### config.mk
export PLATFORM = sky130hd
export DESIGN_NAME = av_timestamp_corrector_unit
export DESIGN_NICKNAME = d
export VERILOG_FILES = /design/src/design/avtc_pkg.sv /design/src/design/avtc_step.sv /design/src/design/av_timestamp_corrector_unit.sv
export SDC_FILE = /design/constraint.sdc
export NUM_CORES = 1
export LEC_CHECK = 0
export BUFFER_PORTS_ARGS = -buffer_cell sky130_fd_sc_hd__buf_4
export CORE_ASPECT_RATIO = 0.8
export CORE_MARGIN = 2
export CORE_UTILIZATION = 50
export DETAILED_ROUTE_END_ITERATION = 6
export PLACE_DENSITY = 0.67
export SKIP_CTS_REPAIR_TIMING = 1
export SLEW_MARGIN = 20
export SYNTH_ARGS = -nofsm -noshare
export SYNTH_HDL_FRONTEND = slang
export SYNTH_SLANG_ARGS = --single-unit
### constraint.sdc
create_clock -name clock -period 22.5 [get_ports clock]
set_input_delay 2.25 -clock clock [delete_from_list [all_inputs] [get_ports clock]]
set_output_delay 2.25 -clock clock [all_outputs]
set_load 0.1 [all_outputs]
### src/design/avtc_pkg.sv
// ----------------------------------------------------------------------------
// avtc_pkg
// Shared types, constants and helpers for the A/V timestamp corrector.
// ----------------------------------------------------------------------------
package avtc_pkg;

   localparam int TS_W    = 32;   // raw and output timestamp width
   localparam int CSR_W   = 16;   // configuration register width
   localparam int DELTA_W = TS_W + 1;  // signed difference of two timestamps
   localparam int STEP_W  = CSR_W + 1; // signed chosen step
   localparam int FIXED_W = 63;   // corrected clock, 0 .. 2^63-1

   localparam logic [FIXED_W-1:0] FIXED_MAX = {FIXED_W{1'b1}};

   // packet kinds; code three is treated like other
   typedef enum logic [1:0] {
      KIND_VIDEO = 2'd0,
      KIND_AUDIO = 2'd1,
      KIND_OTHER = 2'd2
   } kind_type;

   // configuration register indexes
   typedef enum logic [1:0] {
      CSR_VIDEO_LIMIT   = 2'd0,
      CSR_VIDEO_DEFAULT = 2'd1,
      CSR_AUDIO_LIMIT   = 2'd2,
      CSR_AUDIO_DEFAULT = 2'd3
   } csr_index_type;

   // one correction step: raw difference and the limits that judge it
   typedef struct packed {
      logic [DELTA_W-1:0] delta;   // two's complement
      logic [CSR_W-1:0]   limit;
      logic [CSR_W-1:0]   dflt;
   } step_ctrl_type;

   // true when -lim < d < lim (open window)
   function automatic logic in_window(input logic signed [DELTA_W:0] d,
                                      input logic [CSR_W-1:0] lim);
      logic signed [DELTA_W:0] lim_s;
      lim_s = $signed({{(DELTA_W + 1 - CSR_W){1'b0}}, lim});
      return (d > -lim_s) && (d < lim_s);
   endfunction

endpackage

### src/design/avtc_step.sv
// ----------------------------------------------------------------------------
// avtc_step
// Picks the step for one packet (raw delta or default) and advances a
// corrected clock by it, clamping at zero and saturating at the top.
// ----------------------------------------------------------------------------
module avtc_step (
   input  avtc_pkg::step_ctrl_type           ctrl,
   input  logic [avtc_pkg::FIXED_W-1:0]      base,
   output logic [avtc_pkg::FIXED_W-1:0]      result
);

   logic                                in_range;
   logic [avtc_pkg::STEP_W-1:0]         step;
   logic [avtc_pkg::FIXED_W:0]          sum;

   // delta is kept only if it sits strictly inside the limit window
   assign in_range = avtc_pkg::in_window(
      $signed({ctrl.delta[avtc_pkg::DELTA_W-1], ctrl.delta}), ctrl.limit);
   assign step = in_range ? ctrl.delta[avtc_pkg::STEP_W-1:0]
                          : {1'b0, ctrl.dflt};

   // base is below 2^63, so bit 63 of the sum flags underflow or overflow
   assign sum = {1'b0, base}
              + {{(avtc_pkg::FIXED_W + 1 - avtc_pkg::STEP_W){step[avtc_pkg::STEP_W-1]}},
                 step};

   always_comb begin
      if (sum[avtc_pkg::FIXED_W]) begin
         result = step[avtc_pkg::STEP_W-1] ? '0 : avtc_pkg::FIXED_MAX;
      end else begin
         result = sum[avtc_pkg::FIXED_W-1:0];
      end
   end

endmodule

### src/design/av_timestamp_corrector_unit.sv
// ----------------------------------------------------------------------------
// av_timestamp_corrector_unit
// Repairs timestamps of an interleaved audio/video packet stream.
// ----------------------------------------------------------------------------
// Usage:
//   Requests (packet kind, codec-header flag, raw timestamp) enter on the
//   req_ channel; one corrected timestamp per request leaves on rsp_.
//   A request is taken when req_valid is high and req_stall low; the
//   result is taken when rsp_valid is high and rsp_stall low.
//   The request loads the input register; the correction result is then
//   loaded into the result register when the stage advances.
//   Throughput: one request per cycle while the receiver does not stall;
//   the whole correction (delta, window check, clamp, state update) is one
//   pass of logic between the input and result registers.
//   Receiver stall: the result register holds; the input register still
//   fills while it is empty, then req_stall rises until rsp drains.
//   Reset (synchronous) drops both registers, clears the stream history
//   and loads the default limits (100/40 video, 100/20 audio).
//   csr_ writes load the four limit registers; write only while idle.
// ----------------------------------------------------------------------------
module av_timestamp_corrector_unit (
   input  logic                          clock,
   input  logic                          reset,
   // request channel
   input  logic                          req_valid,
   output logic                          req_stall,
   input  logic [1:0]                    req_packet_kind,
   input  logic                          req_codec_header,
   input  logic [avtc_pkg::TS_W-1:0]     req_raw_timestamp,
   // result channel
   output logic                          rsp_valid,
   input  logic                          rsp_stall,
   output logic [avtc_pkg::TS_W-1:0]     rsp_fixed_timestamp,
   // configuration port
   input  logic                          csr_write_enable,
   input  logic [1:0]                    csr_index,
   input  logic [avtc_pkg::CSR_W-1:0]    csr_write_data
);

   localparam logic [1:0] ASV_MAX = 2'd2;

   // configuration registers
   logic [avtc_pkg::CSR_W-1:0] vlim_ff, vdef_ff, alim_ff, adef_ff;

   // input stage
   logic                       st_valid_ff, st_valid_in;
   logic [1:0]                 st_kind_ff;
   logic                       st_hdr_ff;
   logic [avtc_pkg::TS_W-1:0]  st_ts_ff;

   // result stage
   logic                       rsp_valid_ff, rsp_valid_in;
   logic [avtc_pkg::TS_W-1:0]  rsp_ts_ff, rsp_ts_in;

   // stream history
   logic                          vseen_ff, vseen_in;
   logic [avtc_pkg::TS_W-1:0]     vraw_ff, vraw_in;
   logic [avtc_pkg::FIXED_W-1:0]  vfixed_ff, vfixed_in;
   logic                          aseen_ff, aseen_in;
   logic [avtc_pkg::TS_W-1:0]     araw_ff, araw_in;
   logic [avtc_pkg::FIXED_W-1:0]  afixed_ff, afixed_in;
   logic [1:0]                    asv_ff, asv_in;

   // handshake
   logic adv, req_fire, st_fire;

   // datapath
   logic                          is_video, is_audio, audio_start;
   logic [avtc_pkg::DELTA_W-1:0]  dv, da;
   logic [avtc_pkg::TS_W-1:0]     anchor_diff;
   logic                          reanchor;
   avtc_pkg::step_ctrl_type       ctrl;
   logic [avtc_pkg::FIXED_W-1:0]  base, stepped, new_fixed;

   // flow control: stage moves when the result register is free
   assign adv       = !rsp_valid_ff || !rsp_stall;
   assign req_stall = st_valid_ff && !adv;
   assign req_fire  = req_valid && !req_stall;
   assign st_fire   = st_valid_ff && adv;

   assign st_valid_in  = req_fire ? 1'b1 : (st_fire ? 1'b0 : st_valid_ff);
   assign rsp_valid_in = adv ? st_fire : rsp_valid_ff;

   // packet decode
   assign is_video = !st_hdr_ff && (st_kind_ff == avtc_pkg::KIND_VIDEO);
   assign is_audio = !st_hdr_ff && (st_kind_ff == avtc_pkg::KIND_AUDIO);

   // raw differences against both histories, in parallel
   assign dv = {1'b0, st_ts_ff} - {1'b0, vraw_ff};
   assign da = {1'b0, st_ts_ff} - {1'b0, araw_ff};

   // first video: restart from the audio clock if audio is far off
   assign anchor_diff = araw_ff - st_ts_ff;
   assign reanchor = aseen_ff && !avtc_pkg::in_window(
      $signed({{2{anchor_diff[avtc_pkg::TS_W-1]}}, anchor_diff}), vlim_ff);

   // audio without a reference starts its own clock at the raw time
   assign audio_start = is_audio && ((asv_ff != 2'd0) ? !aseen_ff : !vseen_ff);

   // pick the history and limits for this packet
   always_comb begin
      ctrl.limit = vlim_ff;
      ctrl.dflt  = vdef_ff;
      ctrl.delta = dv;
      base       = vfixed_ff;
      if (is_video) begin
         if (!vseen_ff) begin
            if (reanchor) begin
               ctrl.delta = da;
               base       = afixed_ff;
            end else begin
               ctrl.delta = '0;
               base       = {{(avtc_pkg::FIXED_W - avtc_pkg::TS_W){1'b0}}, st_ts_ff};
            end
         end
      end else if (asv_ff != 2'd0) begin
         // later audio runs on its own delta
         ctrl.limit = alim_ff;
         ctrl.dflt  = adef_ff;
         ctrl.delta = da;
         base       = afixed_ff;
      end
   end

   avtc_step u_step (
      .ctrl   (ctrl),
      .base   (base),
      .result (stepped)
   );

   assign new_fixed = audio_start
                    ? {{(avtc_pkg::FIXED_W - avtc_pkg::TS_W){1'b0}}, st_ts_ff}
                    : stepped;

   // result and history updates
   always_comb begin
      rsp_ts_in = rsp_ts_ff;
      vseen_in  = vseen_ff;
      vraw_in   = vraw_ff;
      vfixed_in = vfixed_ff;
      aseen_in  = aseen_ff;
      araw_in   = araw_ff;
      afixed_in = afixed_ff;
      asv_in    = asv_ff;
      if (st_fire) begin
         rsp_ts_in = (is_video || is_audio) ? new_fixed[avtc_pkg::TS_W-1:0] : '0;
         if (is_video) begin
            vseen_in  = 1'b1;
            vraw_in   = st_ts_ff;
            vfixed_in = new_fixed;
            asv_in    = 2'd0;
         end else if (is_audio) begin
            aseen_in  = 1'b1;
            araw_in   = st_ts_ff;
            afixed_in = new_fixed;
            asv_in    = (asv_ff == ASV_MAX) ? ASV_MAX : asv_ff + 2'd1;
         end
      end
   end

   // control registers
   always_ff @(posedge clock) begin
      if (reset) begin
         st_valid_ff  <= 1'b0;
         rsp_valid_ff <= 1'b0;
         vseen_ff     <= 1'b0;
         vraw_ff      <= '0;
         vfixed_ff    <= '0;
         aseen_ff     <= 1'b0;
         araw_ff      <= '0;
         afixed_ff    <= '0;
         asv_ff       <= 2'd0;
      end else begin
         st_valid_ff  <= st_valid_in;
         rsp_valid_ff <= rsp_valid_in;
         vseen_ff     <= vseen_in;
         vraw_ff      <= vraw_in;
         vfixed_ff    <= vfixed_in;
         aseen_ff     <= aseen_in;
         araw_ff      <= araw_in;
         afixed_ff    <= afixed_in;
         asv_ff       <= asv_in;
      end
   end

   // configuration registers
   always_ff @(posedge clock) begin
      if (reset) begin
         vlim_ff <= 16'd100;
         vdef_ff <= 16'd40;
         alim_ff <= 16'd100;
         adef_ff <= 16'd20;
      end else if (csr_write_enable) begin
         case (csr_index)
            avtc_pkg::CSR_VIDEO_LIMIT:   vlim_ff <= csr_write_data;
            avtc_pkg::CSR_VIDEO_DEFAULT: vdef_ff <= csr_write_data;
            avtc_pkg::CSR_AUDIO_LIMIT:   alim_ff <= csr_write_data;
            avtc_pkg::CSR_AUDIO_DEFAULT: adef_ff <= csr_write_data;
            default: begin
            end
         endcase
      end
   end

   // payload registers
   always_ff @(posedge clock) begin
      if (req_fire) begin
         st_kind_ff <= req_packet_kind;
         st_hdr_ff  <= req_codec_header;
         st_ts_ff   <= req_raw_timestamp;
      end
      rsp_ts_ff <= rsp_ts_in;
   end

   assign rsp_valid           = rsp_valid_ff;
   assign rsp_fixed_timestamp = rsp_ts_ff;

endmodule
==> summary.md <==
| Metric | Value |
|---|---|
| Switching power | 0.544 mW |
| Port Buffers | 91 |
| Total power | 1.63 mW |
| Post-synth ARST share | 0 |
| DR pass1 iterations | 7 |
| Worst hold slack | 0.452 ns |
| Area delta synth->final | 8.98% |
| Top cells by count, synth | nand2_1 (467), a21oi_1 (437), dfxtp_1 (260), ha_1 (260), nor2_1 (241) |
| Initial DRC Count | 3102 |
| Clock slew at reported path FFs | 0.07 ns |
| Worst Reg-to-Reg Cells | 55 |
| Sw frac | 0.333 |
| Hold path start | adef_ff[0]$_SDFFE_PP0P_ |
| Final Wtd Congestion | roughly 0.98 |
| Endpoints failing hold | 0 |
| Layout net count | 3645 |
| H-tree depth | 2 |
| CP max FO | 72 |
| Leading area contributor after synthesis | dfxtp_1 |
| Grt total ovfl | 0 |
| Top cells by area, synth | dfxtp_1 (20%), ha_1 (13%), a21oi_1 (8.4%) |
| TNS Setup | 0 ns |
| Seq/Total Area, Yosys | 0.279 |
| Critical Path AT | 16.14 ns |
| First-pass GRT wire length | 141000 um |
| Setup crit start kind | flip-flop |
| Die area | ~0.054 mm^2 |
| Crit path time final | 15.82 ns |
| Syn_nets | 3669 |
| Gr usage total | 0.337 |
| I/O Pins | 92 |
| Max-cap violation count | 0 |
| Power density over the cells | 57.8 mW/mm^2 |
| Top cell type's share of synthesized area | 0.201 |
| Hold Path End | adef_ff[0]$_SDFFE_PP0P_ |
| Clk_skew | 0.0291 ns |
| DPL Wire Length | roughly 70000 um |
| Number of flops mapped to enable cells by yosys | 67 |
| Fmax | about 63 MHz |
| Most used DFF post-synth | dfxtp_1 |
| Final slew viol count | 0 |
| FP Rows | 74 |
| Clock Latency Late Sink | 0.59 ns |
| FF-to-FF setup slack | 6.68 ns |
| Mapped Area | 0.0259 mm^2 |
| Mapped Cells | 3347 |
| Yosys reg bits | 327 |
| Die W | 258 um |
| Critical-path top delay cell | a311oi_1 |
| Critical setup path kind | reg -> reg |
| Core Region | approximately 0.051 mm^2 |
| Slew HR | 0.199 |
| Peak supply drop | 0.0563 mV |
| Vias post-DR | about 26000 |
| Seq pwr share | 0.388 |
| Die height | 208 um |
| Hold Path Class | reg -> reg |
| Initial antenna violation count | 3 |
| RSZ-0062 raised after global routing | no |
| Netlist cell types | 93 |
| CTS max path bufs | 3 |
| Starting density of the core | 0.507 |
| Final ANT Viol Nets | 0 |
| Yosys warnings | 0 |
| Vias per cell | 6.35 |
| Clock sinks | approximately 330 |
| Most numerous cell in the Yosys netlist | nand2_1 |
| R2R Path Start | st_ts_ff[8]$_DFFE_PP_ |
| Syn avg cell area | 7.74 um^2 |
| Clock Power Share | 0.375 |
| Routed wire per std cell | ~23 um |
| CTS tree | built |
| Violated checks | design-rule violations |
| P_int | 1.09 mW |
| LEAKAGE | between 10 and 15 nW |
| Crit end category | flip-flop |
| Run status | finished with violations |
| Largest net degree at the start of global routing | 103 |
| WP data required | 22.83 ns |
| Combinational share of power | 0.237 |
| Root buffer cell | clkbuf_16 |
| CTS Buf Count | 36 |
| Max stage delay on crit path | roughly 0.76 ns |
| Residual DRC | 2 |
| Vias in the first global route | 23700 |
| Layout cells sized above 1 | 0.0761 |
| Detailed Route WL | 93400 um |
| Crit share post-route | 0.703 |
| Slew @ Worst Pin | roughly 1.2 ns |
| Reg2reg end | rsp_fixed_timestamp[1]$_SDFFCE_PP0P_ |
| Hold path cells | 2 |
| Finish-stage setup viols | 0 |
## layer usage
metal,vias to the layer above,wire length (um),global-route usage
met4,0,3020,0.107
li1,12000,-,-
met1,12200,42300,0.498
met5,-,0,0
met3,156,9750,0.0740
met2,1308,38300,0.485
## layout make-up
type,instances,area (um^2)
diodes,2,5.00
clock buffers,52,1020
clock inverters,14,161
fillers,4796,22900
inverters,204,766
multi-input cells,2623,17200
flip-flops and latches,327,7220
well taps,684,856
repair buffers,131,987
## cell families after synthesis
| family | Yosys count | synth area share |
|---|---|---|
| muxes | 43 | 0.0186 |
| buffers and inverters | 397 | 0.0604 |
| and+or+nand+nor | 1015 | 0.176 |
| xor gates and xnor gates | 153 | 0.0518 |
| adders and majority gates | 289 | 0.138 |
| DFF | 327 | 0.279 |
| AOI/OAI and AO/OA | 1123 | 0.276 |
## worst max-delay path: cells and delay by family (launching register included)
family          cells  cell delay [ns]
simple gates       15             3.37
fa+ha+maj           5             1.93
compound gates     26             6.83
buf+inv             8             2.51
mux                 1             0.30
flops               1             0.47
## metrics by stage
step | cell area (um^2) | utilization | instances | setup slack (ns)
after floorplan | 25900 | - | 3347 | 10.76
after global placement | 27000 | 0.528 | 3969 | 7.67
after detailed placement | 27000 | 0.528 | 3969 | 7.33
after CTS | 28200 | 0.552 | 4035 | 7.26
after global routing | 28200 | 0.552 | 4036 | 5.86
final | 28200 | 0.552 | 4037 | 6.68
## worst max path at each step
stage / end / slack (ns) / from / cells after the start
floorplan: rsp_fixed_timestamp[18]$_SDFFCE_PP0P_ / 10.76 / st_ts_ff[4]$_DFFE_PP_ / 55
global placement: rsp_fixed_timestamp[1]$_SDFFCE_PP0P_ / 7.67 / st_ts_ff[2]$_DFFE_PP_ / 56
detailed placement: rsp_fixed_timestamp[1]$_SDFFCE_PP0P_ / 7.33 / st_ts_ff[8]$_DFFE_PP_ / 55
CTS: rsp_fixed_timestamp[1]$_SDFFCE_PP0P_ / 7.26 / st_ts_ff[8]$_DFFE_PP_ / 55
global route: rsp_fixed_timestamp[1]$_SDFFCE_PP0P_ / 5.86 / st_ts_ff[8]$_DFFE_PP_ / 56
finish: rsp_fixed_timestamp[1]$_SDFFCE_PP0P_ / 6.68 / st_ts_ff[8]$_DFFE_PP_ / 55
## cells in the final DEF, fill, tap and decap left out, types with 74 or more instances in the layout
cell type and count:
nand2_1 464, inv_1 203, ha_1 260, a21oi_1 436, o21ai_0 205, xnor2_1 106, buf_4 130, dfxtp_1 260
nor2_1 235, a211oi_1 74, a21o_1 83
## power groups by stage
stage / registers (mW) / clock network [mW] / logic, mW
6_report: 0.632 / 0.612 / 0.387
5_1_grt: 0.633 / 0.641 / 0.415
4_1_cts: 0.632 / 0.617 / 0.377
3_5_place_dp: 0.644 / 0 / 0.375
3_3_place_gp: 0.644 / 0 / 0.369
2_1_floorplan: 0.660 / 0 / 0.236
## state kept, by name (all words and copies together), names as in the netlist, 2 cells and up
register,count
st_kind_ff,2
afixed_ff,63
rsp_fixed_timestamp,32
vraw_ff,32
vfixed_ff,63
alim_ff,16
vlim_ff,16
vdef_ff,16
asv_ff,2
st_ts_ff,32
araw_ff,32
adef_ff,16
Power figures use the tool's default switching activity.
